**src/assert_macros.svh**
```systemverilog
// Assertion macros for the RTL of the linked-list pool.
// Needs clk and rst_n in the scope of each use.
`ifndef ASSERT_MACROS_SVH
`define ASSERT_MACROS_SVH

// prop must hold at every clock edge outside reset
`define ALP_ASSERT(label, prop, msg) \
    label: assert property (@(posedge clk) disable iff (!rst_n) prop) \
        else $error(msg);

// expr must never be true at a clock edge outside reset
`define ALP_NEVER(label, expr, msg) \
    label: assert property (@(posedge clk) disable iff (!rst_n) !(expr)) \
        else $error(msg);

`endif

```
**src/alp_pkg.sv**
```systemverilog
// Shared types, codes and the control store of the linked-list pool.
// No dependencies.
package alp_pkg;

    localparam int CAPACITY_DEF = 16;
    localparam int OP_W         = 2;
    localparam int VALUE_W      = 32;
    localparam int SLOT_W       = 5;

    typedef enum logic [OP_W-1:0] {
        OP_HEAD   = 2'd0,
        OP_TAIL   = 2'd1,
        OP_ORD    = 2'd2,
        OP_SEARCH = 2'd3
    } op_t;

    // control store addresses
    typedef enum logic [3:0] {
        ST_IDLE,
        ST_DISP,
        ST_ALLOC,
        ST_CHOOSE,
        ST_HEADLINK,
        ST_TWALK,
        ST_LINK,
        ST_SPLICE,
        ST_SRCH,
        ST_SRES,
        ST_EOK,
        ST_EFAIL,
        ST_EFOUND
    } step_t;

    typedef enum logic [3:0] {
        C_ALWAYS,
        C_ACCEPT,
        C_HAS_FREE,
        C_IS_SEARCH,
        C_IS_HEAD,
        C_TAIL_CONT,
        C_SRCH_CONT,
        C_MATCH,
        C_OUT_FREE
    } cond_t;

    typedef enum logic [3:0] {
        ACT_NONE,
        ACT_LOAD,
        ACT_ALLOC,
        ACT_ADVANCE,
        ACT_LINK_NEW,
        ACT_SPLICE,
        ACT_HEAD_LINK,
        ACT_EMIT_OK,
        ACT_EMIT_FAIL,
        ACT_EMIT_FOUND
    } act_t;

    // one control word: the action fires and t_true is taken when cond holds
    typedef struct packed {
        cond_t cond;
        step_t t_true;
        step_t t_false;
        act_t  act;
    } ucode_t;

    typedef struct packed {
        logic accept;
        logic has_free;
        logic is_search;
        logic is_head;
        logic tail_cont;
        logic srch_cont;
        logic match;
        logic out_free;
    } flags_t;

    typedef struct packed {
        act_t act;
        logic fire;
    } ctrl_t;

    function automatic ucode_t ucode(input step_t step);
        ucode_t cw;
        case (step)
            ST_IDLE:     cw = '{C_ACCEPT,    ST_DISP,     ST_IDLE,   ACT_LOAD};
            ST_DISP:     cw = '{C_IS_SEARCH, ST_SRCH,     ST_ALLOC,  ACT_NONE};
            ST_ALLOC:    cw = '{C_HAS_FREE,  ST_CHOOSE,   ST_EFAIL,  ACT_ALLOC};
            ST_CHOOSE:   cw = '{C_IS_HEAD,   ST_HEADLINK, ST_TWALK,  ACT_NONE};
            ST_HEADLINK: cw = '{C_ALWAYS,    ST_EOK,      ST_EOK,    ACT_HEAD_LINK};
            ST_TWALK:    cw = '{C_TAIL_CONT, ST_TWALK,    ST_LINK,   ACT_ADVANCE};
            ST_LINK:     cw = '{C_ALWAYS,    ST_SPLICE,   ST_SPLICE, ACT_LINK_NEW};
            ST_SPLICE:   cw = '{C_ALWAYS,    ST_EOK,      ST_EOK,    ACT_SPLICE};
            ST_SRCH:     cw = '{C_SRCH_CONT, ST_SRCH,     ST_SRES,   ACT_ADVANCE};
            ST_SRES:     cw = '{C_MATCH,     ST_EFOUND,   ST_EFAIL,  ACT_NONE};
            ST_EOK:      cw = '{C_OUT_FREE,  ST_IDLE,     ST_EOK,    ACT_EMIT_OK};
            ST_EFAIL:    cw = '{C_OUT_FREE,  ST_IDLE,     ST_EFAIL,  ACT_EMIT_FAIL};
            ST_EFOUND:   cw = '{C_OUT_FREE,  ST_IDLE,     ST_EFOUND, ACT_EMIT_FOUND};
            default:     cw = '{C_ALWAYS,    ST_IDLE,     ST_IDLE,   ACT_NONE};
        endcase
        return cw;
    endfunction

endpackage

```
**src/alp_if.sv**
```systemverilog
// Valid/ready channel interfaces: request words in, result words out.
// Depends on alp_pkg.
interface alp_req_if;
    logic                               valid;
    logic                               ready;
    logic [alp_pkg::OP_W-1:0]           op;
    logic signed [alp_pkg::VALUE_W-1:0] value;

    modport source (output valid, output op, output value, input ready);
    modport sink   (input valid, input op, input value, output ready);
endinterface

interface alp_rsp_if;
    logic                       valid;
    logic                       ready;
    logic                       ok;
    logic [alp_pkg::SLOT_W-1:0] slot;

    modport source (output valid, output ok, output slot, input ready);
    modport sink   (input valid, input ok, input slot, output ready);
endinterface

```
**src/alp_ram.sv**
```systemverilog
// Generic single-write, single-read RAM with registered read data.
// No dependencies.
module alp_ram #(
    parameter int W = 8,
    parameter int D = 16
) (
    input  logic                 clk,
    input  logic                 we,
    input  logic [$clog2(D)-1:0] waddr,
    input  logic [W-1:0]         wdata,
    input  logic [$clog2(D)-1:0] raddr,
    output logic [W-1:0]         rdata
);
    logic [W-1:0] mem [D];

    always_ff @(posedge clk)
    begin
        if (we)
        begin
            mem[waddr] <= wdata;
        end
        rdata <= mem[raddr];
    end
endmodule

```
**src/alp_seq.sv**
```systemverilog
// Microcode sequencer: step counter, control store lookup, branch select.
// Depends on alp_pkg.
module alp_seq (
    input  logic            clk,
    input  logic            rst_n,
    input  alp_pkg::flags_t flags,
    output alp_pkg::ctrl_t  ctrl
);
    alp_pkg::step_t  upc_reg;
    alp_pkg::step_t  upc_next;
    alp_pkg::ucode_t cw;
    logic            hit;

    always_comb
    begin
        cw = alp_pkg::ucode(upc_reg);
        case (cw.cond)
            alp_pkg::C_ALWAYS:    hit = 1'b1;
            alp_pkg::C_ACCEPT:    hit = flags.accept;
            alp_pkg::C_HAS_FREE:  hit = flags.has_free;
            alp_pkg::C_IS_SEARCH: hit = flags.is_search;
            alp_pkg::C_IS_HEAD:   hit = flags.is_head;
            alp_pkg::C_TAIL_CONT: hit = flags.tail_cont;
            alp_pkg::C_SRCH_CONT: hit = flags.srch_cont;
            alp_pkg::C_MATCH:     hit = flags.match;
            alp_pkg::C_OUT_FREE:  hit = flags.out_free;
            default:              hit = 1'b0;
        endcase
        upc_next  = hit ? cw.t_true : cw.t_false;
        ctrl.act  = cw.act;
        ctrl.fire = hit;
    end

    always_ff @(posedge clk or negedge rst_n)
    begin
        if (!rst_n)
        begin
            upc_reg <= alp_pkg::ST_IDLE;
        end
        else
        begin
            upc_reg <= upc_next;
        end
    end
endmodule

```
**src/alp_datapath.sv**
```systemverilog
// Pool datapath: value and link RAMs, list/free heads, walk registers,
// result register. Depends on alp_pkg, alp_if, alp_ram.
module alp_datapath #(
    parameter int CAPACITY = alp_pkg::CAPACITY_DEF
) (
    input  logic            clk,
    input  logic            rst_n,
    input  alp_pkg::ctrl_t  ctrl,
    output alp_pkg::flags_t flags,
    alp_req_if.sink         request,
    alp_rsp_if.source       result
);
    localparam int IW = $clog2(CAPACITY + 1);
    localparam int AW = $clog2(CAPACITY);
    localparam int VW = alp_pkg::VALUE_W;
    localparam int SW = alp_pkg::SLOT_W;
    localparam logic [IW-1:0] CAP = IW'(CAPACITY);

    typedef logic [IW-1:0] idx_t;

    // slot field is the low bits of the index
    function automatic logic [SW-1:0] to_slot(input idx_t i);
        logic [SW+IW-1:0] wide;
        wide = {{SW{1'b0}}, i};
        return wide[SW-1:0];
    endfunction

    alp_pkg::op_t   op_reg, op_next;
    logic [VW-1:0]  val_reg, val_next;
    idx_t           pos_reg, pos_next;
    idx_t           prev_reg, prev_next;
    idx_t           steps_reg, steps_next;
    idx_t           new_reg, new_next;
    idx_t           head_reg, head_next;
    idx_t           fill_reg, fill_next;   // free chain is always fill_reg..CAP-1
    logic           out_valid_reg, out_valid_next;
    logic           out_ok_reg, out_ok_next;
    logic [SW-1:0]  out_slot_reg, out_slot_next;

    logic           val_we;
    logic [VW-1:0]  val_rd;
    logic           link_we;
    idx_t           link_waddr;
    idx_t           link_wdata;
    idx_t           link_rd;
    idx_t           rd_idx;
    idx_t           pos_clamp;
    logic           in_range;
    logic           less;

    alp_ram #(.W(VW), .D(CAPACITY)) u_val_ram (
        .clk   (clk),
        .we    (val_we),
        .waddr (fill_reg[AW-1:0]),
        .wdata (val_reg),
        .raddr (rd_idx[AW-1:0]),
        .rdata (val_rd)
    );

    alp_ram #(.W(IW), .D(CAPACITY)) u_link_ram (
        .clk   (clk),
        .we    (link_we),
        .waddr (link_waddr[AW-1:0]),
        .wdata (link_wdata),
        .raddr (rd_idx[AW-1:0]),
        .rdata (link_rd)
    );

    // read data belongs to pos_reg, except after an idle step in which no request was taken
    assign in_range  = (pos_reg < CAP) && (steps_reg < CAP);
    assign less      = $signed(val_rd) < $signed(val_reg);
    assign pos_clamp = (pos_reg > CAP) ? CAP : pos_reg;

    always_comb
    begin
        flags.accept    = request.valid;
        flags.has_free  = fill_reg < CAP;
        flags.is_search = op_reg == alp_pkg::OP_SEARCH;
        flags.is_head   = op_reg == alp_pkg::OP_HEAD;
        flags.tail_cont = in_range && ((op_reg != alp_pkg::OP_ORD) || less);
        flags.srch_cont = in_range && (val_rd != val_reg);
        flags.match     = in_range && (val_rd == val_reg);
        flags.out_free  = !out_valid_reg || result.ready;
    end

    assign request.ready = ctrl.act == alp_pkg::ACT_LOAD;
    assign result.valid  = out_valid_reg;
    assign result.ok     = out_ok_reg;
    assign result.slot   = out_slot_reg;

    always_comb
    begin
        op_next        = op_reg;
        val_next       = val_reg;
        pos_next       = pos_reg;
        prev_next      = prev_reg;
        steps_next     = steps_reg;
        new_next       = new_reg;
        head_next      = head_reg;
        fill_next      = fill_reg;
        out_valid_next = out_valid_reg;
        out_ok_next    = out_ok_reg;
        out_slot_next  = out_slot_reg;
        val_we         = 1'b0;
        link_we        = 1'b0;
        link_waddr     = new_reg;
        link_wdata     = CAP;
        rd_idx         = pos_reg;

        if (out_valid_reg && result.ready)
        begin
            out_valid_next = 1'b0;
        end

        case (ctrl.act)
            alp_pkg::ACT_LOAD:
            begin
                rd_idx = head_reg;
                if (ctrl.fire)
                begin
                    op_next    = alp_pkg::op_t'(request.op);
                    val_next   = request.value;
                    pos_next   = head_reg;
                    prev_next  = CAP;
                    steps_next = '0;
                end
            end
            alp_pkg::ACT_ALLOC:
            begin
                if (ctrl.fire)
                begin
                    new_next  = fill_reg;
                    fill_next = fill_reg + IW'(1);
                    val_we    = 1'b1;
                end
            end
            alp_pkg::ACT_ADVANCE:
            begin
                if (ctrl.fire)
                begin
                    prev_next  = pos_reg;
                    pos_next   = link_rd;
                    steps_next = steps_reg + IW'(1);
                    rd_idx     = link_rd;
                end
            end
            alp_pkg::ACT_LINK_NEW:
            begin
                if (ctrl.fire)
                begin
                    link_we    = 1'b1;
                    link_wdata = (op_reg == alp_pkg::OP_ORD) ? pos_clamp : CAP;
                end
            end
            alp_pkg::ACT_SPLICE:
            begin
                if (ctrl.fire)
                begin
                    if (prev_reg >= CAP)
                    begin
                        head_next = new_reg;
                    end
                    else
                    begin
                        link_we    = 1'b1;
                        link_waddr = prev_reg;
                        link_wdata = new_reg;
                    end
                end
            end
            alp_pkg::ACT_HEAD_LINK:
            begin
                if (ctrl.fire)
                begin
                    link_we    = 1'b1;
                    link_wdata = head_reg;
                    head_next  = new_reg;
                end
            end
            alp_pkg::ACT_EMIT_OK:
            begin
                if (ctrl.fire)
                begin
                    out_valid_next = 1'b1;
                    out_ok_next    = 1'b1;
                    out_slot_next  = to_slot(new_reg);
                end
            end
            alp_pkg::ACT_EMIT_FAIL:
            begin
                if (ctrl.fire)
                begin
                    out_valid_next = 1'b1;
                    out_ok_next    = 1'b0;
                    out_slot_next  = to_slot(CAP);
                end
            end
            alp_pkg::ACT_EMIT_FOUND:
            begin
                if (ctrl.fire)
                begin
                    out_valid_next = 1'b1;
                    out_ok_next    = 1'b1;
                    out_slot_next  = to_slot(pos_reg);
                end
            end
            default:
            begin
            end
        endcase
    end

    always_ff @(posedge clk or negedge rst_n)
    begin
        if (!rst_n)
        begin
            head_reg      <= CAP;
            fill_reg      <= '0;
            out_valid_reg <= 1'b0;
        end
        else
        begin
            head_reg      <= head_next;
            fill_reg      <= fill_next;
            out_valid_reg <= out_valid_next;
        end
    end

    always_ff @(posedge clk)
    begin
        op_reg       <= op_next;
        val_reg      <= val_next;
        pos_reg      <= pos_next;
        prev_reg     <= prev_next;
        steps_reg    <= steps_next;
        new_reg      <= new_next;
        out_ok_reg   <= out_ok_next;
        out_slot_reg <= out_slot_next;
    end
endmodule

```
**src/array_linked_list_pool_unit.sv**
```systemverilog
// Top level of the array-backed linked-list pool with free chain.
// Depends on alp_pkg, alp_if, alp_seq, alp_datapath, assert_macros.svh.
//
// Use: a request word (op, value) on the request channel inserts value at
// the head, at the tail or in ascending order, or searches for it. Each
// request gives exactly one result word (ok, slot) on the result channel.
// A full pool rejects inserts (ok=0, slot=CAPACITY, low 5 bits).
// Flow: requests are taken one at a time; the next one can be taken in
// the same cycle that the result turns valid. A head insert allocates a
// slot and links it at the head; a tail or ordered insert walks the list,
// then links the new slot and splices it in; a search walks the list until
// a match or its end. A walk follows at most CAPACITY links, one link per
// cycle, bounded by the registered read of the link and value RAMs.
// Reset: list empty, every slot free in index order; the free chain is
// kept as a fill count, so no clearing pass is needed and the block is
// ready as soon as reset is released.
// Stall: the result sits in an output register; the next request is taken
// while it waits, and the sequencer only holds at its emit step if the
// register is still full when the next result is due.
`include "assert_macros.svh"

module array_linked_list_pool_unit #(
    parameter int CAPACITY = alp_pkg::CAPACITY_DEF
) (
    input logic       clk,
    input logic       rst_n,
    alp_req_if.sink   request,
    alp_rsp_if.source result
);
    localparam logic [alp_pkg::SLOT_W-1:0] SLOT_NONE = alp_pkg::SLOT_W'(CAPACITY);

    alp_pkg::flags_t flags;
    alp_pkg::ctrl_t  ctrl;
    logic            req_take;
    logic            emit_fire;

    // control store and step counter
    alp_seq u_seq (
        .clk   (clk),
        .rst_n (rst_n),
        .flags (flags),
        .ctrl  (ctrl)
    );

    // memories, pointers, walk registers and result register
    alp_datapath #(.CAPACITY(CAPACITY)) u_dp (
        .clk     (clk),
        .rst_n   (rst_n),
        .ctrl    (ctrl),
        .flags   (flags),
        .request (request),
        .result  (result)
    );

    assign req_take  = request.valid && request.ready;
    assign emit_fire = ctrl.fire && (ctrl.act inside {alp_pkg::ACT_EMIT_OK,
                                                      alp_pkg::ACT_EMIT_FAIL,
                                                      alp_pkg::ACT_EMIT_FOUND});

    // one request in flight: never ready right after an accept
    `ALP_ASSERT(a_one_in_flight, req_take |=> !request.ready, "request taken while busy")

    // an emit step that fires always lands in the result register
    `ALP_ASSERT(a_emit_lands, emit_fire |=> result.valid, "emitted result lost")

    // a failed result always reports the empty slot code
    `ALP_NEVER(a_fail_slot, result.valid && !result.ok && (result.slot != SLOT_NONE), "fail slot")
endmodule

```
**src/flat_wrapper.sv**
```systemverilog
// flat-port wrapper written by rule: the top's interface ports become plain ports
module array_linked_list_pool_unit_flat 
#(
    parameter int CAPACITY = alp_pkg::CAPACITY_DEF
)
  (clk, rst_n, request_valid, request_op, request_value, request_ready, result_valid, result_ok, result_slot, result_ready);
  alp_req_if request_i ();
  alp_rsp_if result_i ();
  input logic clk;
  input logic rst_n;
  input wire logic [$bits(request_i.valid)-1:0] request_valid;
  input wire logic [$bits(request_i.op)-1:0] request_op;
  input wire logic [$bits(request_i.value)-1:0] request_value;
  output wire logic [$bits(request_i.ready)-1:0] request_ready;
  output wire logic [$bits(result_i.valid)-1:0] result_valid;
  output wire logic [$bits(result_i.ok)-1:0] result_ok;
  output wire logic [$bits(result_i.slot)-1:0] result_slot;
  input wire logic [$bits(result_i.ready)-1:0] result_ready;
  assign request_i.valid = request_valid;
  assign request_i.op = request_op;
  assign request_i.value = request_value;
  assign request_ready = request_i.ready;
  assign result_valid = result_i.valid;
  assign result_ok = result_i.ok;
  assign result_slot = result_i.slot;
  assign result_i.ready = result_ready;
  array_linked_list_pool_unit #(.CAPACITY(CAPACITY)) u_core (.clk(clk), .rst_n(rst_n), .request(request_i), .result(result_i));
endmodule
```
**config.mk**
```make
export PLATFORM = sky130hd
export DESIGN_NAME = array_linked_list_pool_unit_flat
export DESIGN_NICKNAME = d
export VERILOG_FILES = /design/src/alp_pkg.sv /design/src/alp_if.sv /design/src/alp_ram.sv /design/src/alp_seq.sv /design/src/alp_datapath.sv /design/src/array_linked_list_pool_unit.sv /design/src/flat_wrapper.sv
export VERILOG_INCLUDE_DIRS = /design/src /design/src/src
export SDC_FILE = /design/constraint.sdc
export NUM_CORES = 1
export LEC_CHECK = 0
export ABC_AREA = 1
export CORE_MARGIN = 2
export CORE_UTILIZATION = 25
export CTS_CLUSTER_SIZE = 14
export DETAILED_ROUTE_END_ITERATION = 8
export DONT_BUFFER_PORTS = 1
export GPL_TIMING_DRIVEN = 0
export HOLD_SLACK_MARGIN = 0.1
export PLACE_DENSITY_LB_ADDON = 0.25
export SKIP_LAST_GASP = 1
export SLEW_MARGIN = 20
export SYNTH_ARGS = -nofsm -noshare
export SYNTH_HDL_FRONTEND = slang
export SYNTH_HIERARCHICAL = 1
export SYNTH_SLANG_ARGS = --single-unit
export TNS_END_PERCENT = 5
```
**constraint.sdc**
```tcl
create_clock -name clk -period 9.6 [get_ports clk]
set_input_delay 1.44 -clock clk [delete_from_list [all_inputs] [get_ports clk]]
set_output_delay 1.44 -clock clk [all_outputs]
set_load 0.02 [all_outputs]
```
==> impl_metrics.tcl, run 1 <==
set metrics [dict create \
    n_fill_cell 12700 \
    critPathCaptureType "flip-flop" \
    syn2layout_area_growth_pct 18.4 \
    cts_setup_buffers 0 \
    seq_area_um2 20700 \
    netlist_instances 2971 \
    grt_first_pass_wirelength_mm 137 \
    crit_top_cell "nand2_1" \
    die_h_um 356 \
    clock_sinks 704 \
    yosys-top-cells-area "edfxtp_1, nand2_1, nand3_1" \
    dp_hpwl_mm 62.2 \
    drt_iter0_drc 1712 \
    maxCapViolations 0 \
    async_flop_share_pct 2.13 \
    cts_tree "built" \
    grt_use_total_pct 14.8 \
    cts_max_path_buffers 3 \
    core_um2 123000 \
    fin_crit_sh_pct 63.1 \
    path_max_fanout 17 \
    setup.worst_path.start "u_core/u_dp/val_reg[21]" \
    top_register "u_core/u_dp/u_val_ram/mem" \
    grt_pass1_vias 20100 \
    syn_nets 3049 \
    synth_top_area_share_pct 63.3 \
    ys_ff_latch 704 \
    critPathMaxStageDelay_ns 0.87 \
    cp_slowest_cell "buf_1" \
    maxSlewHeadroom_pct 20.7 \
    tns_ns 0 \
    stdcell_count 4797 \
    yosys.area.top_type "edfxtp_1" \
    ff2ff_setup_slack_ns 3.54 \
    worstHoldPathCells 0 \
    hold_path_class "reg -> reg" \
    final_util_pct 29.7 \
    cp-endpoint "u_core/u_dp/u_val_ram/rdata[17]" \
    post_cts_resized 0 \
    firstDrtPassIters 5 \
    numPortBuffers 0 \
    outcome "finished clean" \
    yosysMostFrequentCell "nand2_1" \
    ctsHtreeMaxLevel 3 \
    rows 129 \
    largest_reg_flops 512 \
    reg2regPathDepth 28 \
    crit_path_start_kind "flip-flop" \
    design.portCount 46 \
    grt_max_degree 18 \
    netlist_top_cells_count "nand2_1, edfxtp_1, inv_1" \
    reg_top3 "u_core/u_dp/u_val_ram/mem: 512 flops, u_core/u_dp/u_link_ram/mem: 80 flops" \
    synth-edff-count 652 \
    clk_pin_slew_ns 0.06 \
    start_util_pct 25.1 \
    dp.cells 4643 \
    synth.avg_cell_area_um2 10.4 \
    maxSlewViolCount 0 \
    crit_required_ns 10.13 \
    multiInputGateArea_um2 7410 \
    final_area_um2 36600 \
    hold_viol_final 0 \
    period_minus_slack_ns 6.06 \
    ys.flop_type "edfxtp_1" \
    final_antenna_net_count 0 \
    clockRootBuffer "clkbuf_16" \
    timing.rr.end "u_core/u_dp/u_val_ram/rdata[17]" \
    cts_buffers 81 \
    layout-drive-gt1-share_pct 11.5 \
    max_clock_freq_mhz 165 \
    clock_latency_ns 0.65 \
    drt-vias-per-instance 4.29 \
    syn_area_um2 30900 \
    yosysSeqAreaShare_pct 66.9 \
    r2r-start "u_core/u_dp/val_reg[21]" \
    setup-violations-final 0 \
    postPlaceCellArea_um2 33900 \
    holdBufCountCts 0 \
    vias 20600 \
    drc_errors 0 \
    critPathKind "reg -> reg" \
    grt_remaining_overflow 0 \
    clock_skew_ns 0.0326 \
    tightest_slew_ns 1.19 \
    ys_types 45 \
    die_area_um2 127000 \
    die_w_um 356 \
    worstPathArrival_ns 6.59 \
    synth-warning-count 6 \
    nNetsFinal 3167 \
    routedWlPerCell_um 19.5 \
    antenna_found_initial 4 \
    routed_wl_mm 93.5 \
    rsz0062_at_grt "no" \
    place.gp.congestion 0.796 \
]
[layout make-up]
type                       count  area share, %
sequential                   704           56.5
multi-input combinational   1588           20.2
clock buffer                 106           6.07
inverter                     553           5.71
tap                         1637           5.59
buffer                       126           2.44
timing repair buffer          35           2.19
clock inverter                46           1.26
antenna                        2         0.0137
[worst min path at each step]
| stage | start | to |
|---|---|---|
| after floorplan | u_core/u_dp/fill_reg[4] | u_core/u_dp/new_reg[4] |
| after global placement | u_core/u_dp/fill_reg[4] | u_core/u_dp/new_reg[4] |
| after detailed placement | u_core/u_dp/fill_reg[4] | u_core/u_dp/new_reg[4] |
| after CTS | rst_n | u_core/u_dp/result.valid |
| after global routing | rst_n | u_core/u_dp/result.valid |
| final | u_core/u_dp/fill_reg[4] | u_core/u_dp/new_reg[4] |
[worst max-delay path: cells and delay by family, from the launching register on]
| kind | cells | cell delay, ns |
|---|---|---|
| adder cells (fa/ha/maj) | 1 | 0.33 |
| AND/OR/NAND/NOR | 17 | 2.37 |
| flip-flops | 1 | 0.76 |
| buffers and inverters | 8 | 1.99 |
| AO/OA/AOI/OAI | 2 | 0.46 |
[stage by stage]
| stage | worst slack, ns | hold WS, ns |
|---|---|---|
| 6_report | 3.54 | 0.444 |
| 5_1_grt | 3.08 | 0.447 |
| 4_1_cts | 3.51 | 0.431 |
| 3_5_place_dp | 3.54 | 0.437 |
| 3_3_place_gp | 1.67 | 0.432 |
| 2_1_floorplan | 5.11 | 0.425 |
[cell families after synthesis]
| logic type | Yosys count | synth area share, % |
|---|---|---|
| AOI/OAI and AO/OA | 82 | 1.50 |
| xor gates and xnor gates | 7 | 0.198 |
| and+or+nand+nor | 1459 | 20.1 |
| buffers and inverters | 679 | 9.64 |
| adders and majority gates | 40 | 1.62 |
| DFF | 704 | 66.9 |
[layer usage]
metal	GRT usage [%]	routed length (um)	part of all wire (%)
met1	19.7	41600	44
met2	24.9	44500	48
met3	2.06	4800	5.1
met4	4.62	2660	2.8
met5	0	0	0
[cells in the final DEF, fill, tap and decap left out, types with 18 or more instances in the layout]
cell type,instances
buf_2,51
nand3_1,466
o21ai_0,31
edfxtp_1,652
dfxtp_1,37
buf_16,18
nand2_1,870
clkbuf_16,84
a21oi_1,18
inv_2,41
inv_1,508
nor2_4,20
nor2_1,60
clkbuf_1,28
ha_1,40
buf_6,35
nand2_2,25
Power of run 1 is not shown: default switching activity piles up to over one toggle a cycle in this logic, so the estimate is an artifact.
==> run 2, diff against run 1 <==
clock period = 4.9 ns   (was 9.6 ns; I/O delays follow)
==> impl_metrics.tcl, run 2 (synthesized netlist as in run 1, its figures left out) <==
set metrics [dict create \
    outcome "finished clean" \
    final_common_cell "nand2_1" \
    grt_pass1_vias 20200 \
    setup-violations-final 0 \
    ctsHtreeMaxLevel 3 \
    start_util_pct 25.1 \
    clock_latency_ns 0.65 \
    whs_ns 0.174 \
    clockRootBuffer "clkbuf_16" \
    grt_first_pass_wirelength_mm 139 \
    tightest_slew_ns 0.937 \
    cts_buffers 81 \
    hold_path_class "in -> reg" \
    die_area_um2 127000 \
    firstDrtPassIters 5 \
    hold_viol_final 0 \
    rows 129 \
    core_um2 123000 \
    critPathCaptureType "flip-flop" \
    place.gp.congestion 0.796 \
    largest_reg_flops 512 \
    grt_use_total_pct 15.1 \
    reg_top3 "u_core/u_dp/u_val_ram/mem: 512 flops, u_core/u_dp/u_link_ram/mem: 80 flops" \
    cts_tree "built" \
    antenna_found_initial 4 \
    grt_max_degree 18 \
    period_minus_slack_ns 4.88 \
    worstPathArrival_ns 5.42 \
    stdcell_count 4850 \
    routed_wl_mm 95.3 \
    grt_remaining_overflow 0 \
    maxCapViolations 0 \
    final_antenna_net_count 0 \
    crit_path_start_kind "flip-flop" \
    numPortBuffers 0 \
    clock_skew_ns 0.0333 \
    maxSlewViolCount 0 \
    die_h_um 356 \
    max_clock_freq_mhz 205 \
    fin_crit_sh_pct 99.7 \
    drt_iter0_drc 1839 \
    layout-drive-gt1-share_pct 13.7 \
    cts_max_path_buffers 3 \
    rsz0062_at_grt "yes" \
    vias 20700 \
    maxSlewHeadroom_pct 37.3 \
    path_max_fanout 10 \
    crit_required_ns 5.43 \
    drc_errors 0 \
    dp.cells 4643 \
    dp_hpwl_mm 62.2 \
    nNetsFinal 3220 \
    top_register "u_core/u_dp/u_val_ram/mem" \
    die_w_um 356 \
    critPathKind "reg -> reg" \
    clock_sinks 704 \
    cp_slowest_cell "buf_2" \
    post-place-ws_ns -1.16 \
    tns_ns 0 \
    crit_top_cell "nand2_1" \
    setup_slack_ns 0.0169 \
    most-common-layout-cells "nand2_1, edfxtp_1, inv_1" \
    drt-vias-per-instance 4.27 \
    syn2layout_area_growth_pct 20.3 \
    clk_pin_slew_ns 0.06 \
    critPathMaxStageDelay_ns 0.46 \
    ff2ff_setup_slack_ns 0.02 \
    routedWlPerCell_um 19.6 \
    design.portCount 46 \
]
## run 2: path summary, 6_finish.rpt
kind / start / end / cells after the start
hold reg to reg: u_core/u_dp/fill_reg[4] / u_core/u_dp/new_reg[4] / 0
max in group asynchronous: rst_n / u_core/u_dp/head_reg[0] / 1
min in group asynchronous: rst_n / u_core/u_dp/result.valid / 1
setup / recovery: u_core/u_dp/val_reg[23] / u_core/u_dp/u_val_ram/rdata[17] / 28
setup reg to reg: u_core/u_dp/val_reg[23] / u_core/u_dp/u_val_ram/rdata[17] / 28
hold / removal: request_value[30] / u_core/u_dp/val_reg[30] / 0
## run 2: through the flow
step	instance area [um^2]	util, %
CTS	37000	30.0
global route	37200	30.2
global placement	33000	26.8
detailed placement	33900	27.6
finish	37200	30.2
floorplan	30900	-
## run 2: cell type report
| cell class | instances | area [um^2] |
|---|---|---|
| multi-input cells | 1588 | 7420 |
| clock inverters | 46 | 462 |
| fillers | 12600 | 85900 |
| flip-flops and latches | 704 | 20700 |
| diodes | 2 | 5.00 |
| clock buffers | 106 | 2220 |
| well taps | 1637 | 2050 |
| plain buffers | 126 | 982 |
| repair buffers | 88 | 1280 |
| inverters | 553 | 2090 |
## run 2: repair_timing
action,4_1_cts,5_1_grt
gates resized for setup,61,4
endpoints found under the setup margin,630,570
pin swaps,6,6
hold endpoints to repair,15,0
hold buffers,1,0
buffers inserted,34,18
## run 2: critical path, delay by kind of cell, from the launching register on
family          cells  cell delay, ns
flops               1            0.42
fa+ha+maj           1            0.29
simple gates       17            2.17
compound gates      2            0.43
buf+inv             8            1.43
## run 2: per-layer routing
metal | wire length, um | up-vias | GRT usage (%)
met5 | 0 | - | 0
met1 | 42500 | 10000 | 20.0
li1 | - | 9994 | -
met2 | 45600 | 554 | 25.4
met4 | 2680 | 0 | 4.79
met3 | 4490 | 152 | 2.00
Power of run 2 is left out for the same reason.
==> run 3, diff against run 2 <==
clock period = 5.7 ns   (was 4.9 ns; I/O delays follow)
==> impl_metrics.tcl, run 3 (synthesized netlist as in run 1, its figures left out) <==
set metrics [dict create \
    dp_hpwl_mm 62.2 \
    maxCapViolations 0 \
    worstHoldPathCells 0 \
    drt_iter0_drc 1697 \
    cp_slowest_cell "buf_1" \
    rsz0062_at_grt "yes" \
    path_max_fanout 10 \
    cts_max_path_buffers 3 \
    timing.rr.end "u_core/u_dp/u_val_ram/rdata[19]" \
    tightest_slew_ns 0.937 \
    period_minus_slack_ns 5.38 \
    vias 20700 \
    largest_reg_flops 512 \
    final_area_um2 37200 \
    crit_required_ns 6.24 \
    drt-vias-per-instance 4.27 \
    setup-violations-final 0 \
    die_w_um 356 \
    layout-drive-gt1-share_pct 13.5 \
    design.portCount 46 \
    cts_tree "built" \
    multiInputGateArea_um2 7410 \
    antenna_found_initial 4 \
    critPathCaptureType "flip-flop" \
    maxSlewHeadroom_pct 37.3 \
    hold_path_class "in -> reg" \
    grt_first_pass_wirelength_mm 138 \
    reg_top3 "u_core/u_dp/u_val_ram/mem: 512 flops, u_core/u_dp/u_link_ram/mem: 80 flops" \
    clockRootBuffer "clkbuf_16" \
    drc_errors 0 \
    whs_ns 0.295 \
    crit_path_start_kind "flip-flop" \
    core_um2 123000 \
    cp-endpoint "u_core/u_dp/u_val_ram/rdata[19]" \
    reg2regPathDepth 28 \
    ff2ff_setup_slack_ns 0.32 \
    numPortBuffers 0 \
    grt_max_degree 18 \
    start_util_pct 25.1 \
    grt_use_total_pct 14.9 \
    grt_remaining_overflow 0 \
    postPlaceCellArea_um2 33900 \
    place.gp.congestion 0.796 \
    n_fill_cell 12700 \
    final_antenna_net_count 0 \
    grt_pass1_vias 20100 \
    clk_pin_slew_ns 0.06 \
    routedWlPerCell_um 19.4 \
    max_clock_freq_mhz 186 \
    final_common_cell "nand2_1" \
    worstPathArrival_ns 5.92 \
    die_h_um 356 \
    ctsHtreeMaxLevel 3 \
    most-common-layout-cells "nand2_1, edfxtp_1, inv_1" \
    firstDrtPassIters 5 \
    tns_ns 0 \
    rows 129 \
    top_register "u_core/u_dp/u_val_ram/mem" \
    clock_latency_ns 0.65 \
    clock_skew_ns 0.0300 \
    critPathKind "reg -> reg" \
    critPathMaxStageDelay_ns 0.73 \
    routed_wl_mm 94.1 \
    seq_area_um2 20700 \
    die_area_um2 127000 \
    maxSlewViolCount 0 \
    outcome "finished clean" \
    hold_viol_final 0 \
    cts_buffers 81 \
    nNetsFinal 3219 \
    setup.worst_path.start "u_core/u_dp/val_reg[23]" \
    syn2layout_area_growth_pct 20.3 \
    crit_top_cell "nand2_1" \
    fin_crit_sh_pct 94.4 \
    clock_sinks 704 \
    r2r-start "u_core/u_dp/val_reg[23]" \
]
run 3: per-layer routing:
layer  up-vias  GRT usage [%]  routed length (um)
met1     10000           19.9               42300
met2       516           25.1               44800
met5         -              0                   0
met4         0           4.43                2530
met3       147           1.92                4420
li1       9991              -                   -
run 3: how the worst min path moves through the flow:
stage / startpoint / end / slack [ns]
4_1_cts: request_op[0] / u_core/u_dp/op_reg[0] / 0.25
5_1_grt: request_value[24] / u_core/u_dp/val_reg[24] / 0.26
3_3_place_gp: u_core/u_dp/fill_reg[4] / u_core/u_dp/new_reg[4] / 0.43
3_5_place_dp: u_core/u_dp/fill_reg[4] / u_core/u_dp/new_reg[4] / 0.44
6_report: request_value[30] / u_core/u_dp/val_reg[30] / 0.30
2_1_floorplan: u_core/u_dp/fill_reg[4] / u_core/u_dp/new_reg[4] / 0.42
run 3: area by class of cell:
type,instances,area share (%)
Antenna cell,2,0.0135
Sequential cell,704,55.6
Clock inverter,46,1.24
Buffer,126,2.56
Clock buffer,106,5.98
Inverter,553,5.62
Tap cell,1637,5.50
Multi-Input combinational cell,1588,19.9
Timing Repair Buffer,87,3.54
run 3: repair_timing:
item | in CTS | in global routing
resized for setup | 17 | 15
setup endpoints to repair | 32 | 32
pin swaps | 0 | 1
hold buffers | 1 | 0
hold endpoints to repair | 15 | 0
gates cloned | 0 | 0
buffers inserted | 7 | 44
run 3: critical path, delay by kind of cell, from the launching register on:
kind                     cells  cell delay, ns
AO/OA/AOI/OAI                2            0.46
adder cells (fa/ha/maj)      1            0.29
buffers and inverters        8            1.80
flip-flops                   1            0.41
AND/OR/NAND/NOR             17            2.28
run 3: per-stage QoR:
stage / worst slack, ns / instances / util (%)
final: 0.319 / 4849 / 30.2
after global routing: -0.0278 / 4849 / 30.2
after CTS: 0.0537 / 4803 / 29.8
after detailed placement: -0.361 / 4643 / 27.6
after global placement: -2.23 / 4608 / 26.8
after floorplan: 1.21 / 2971 / -
Power of run 3 is left out for the same reason.
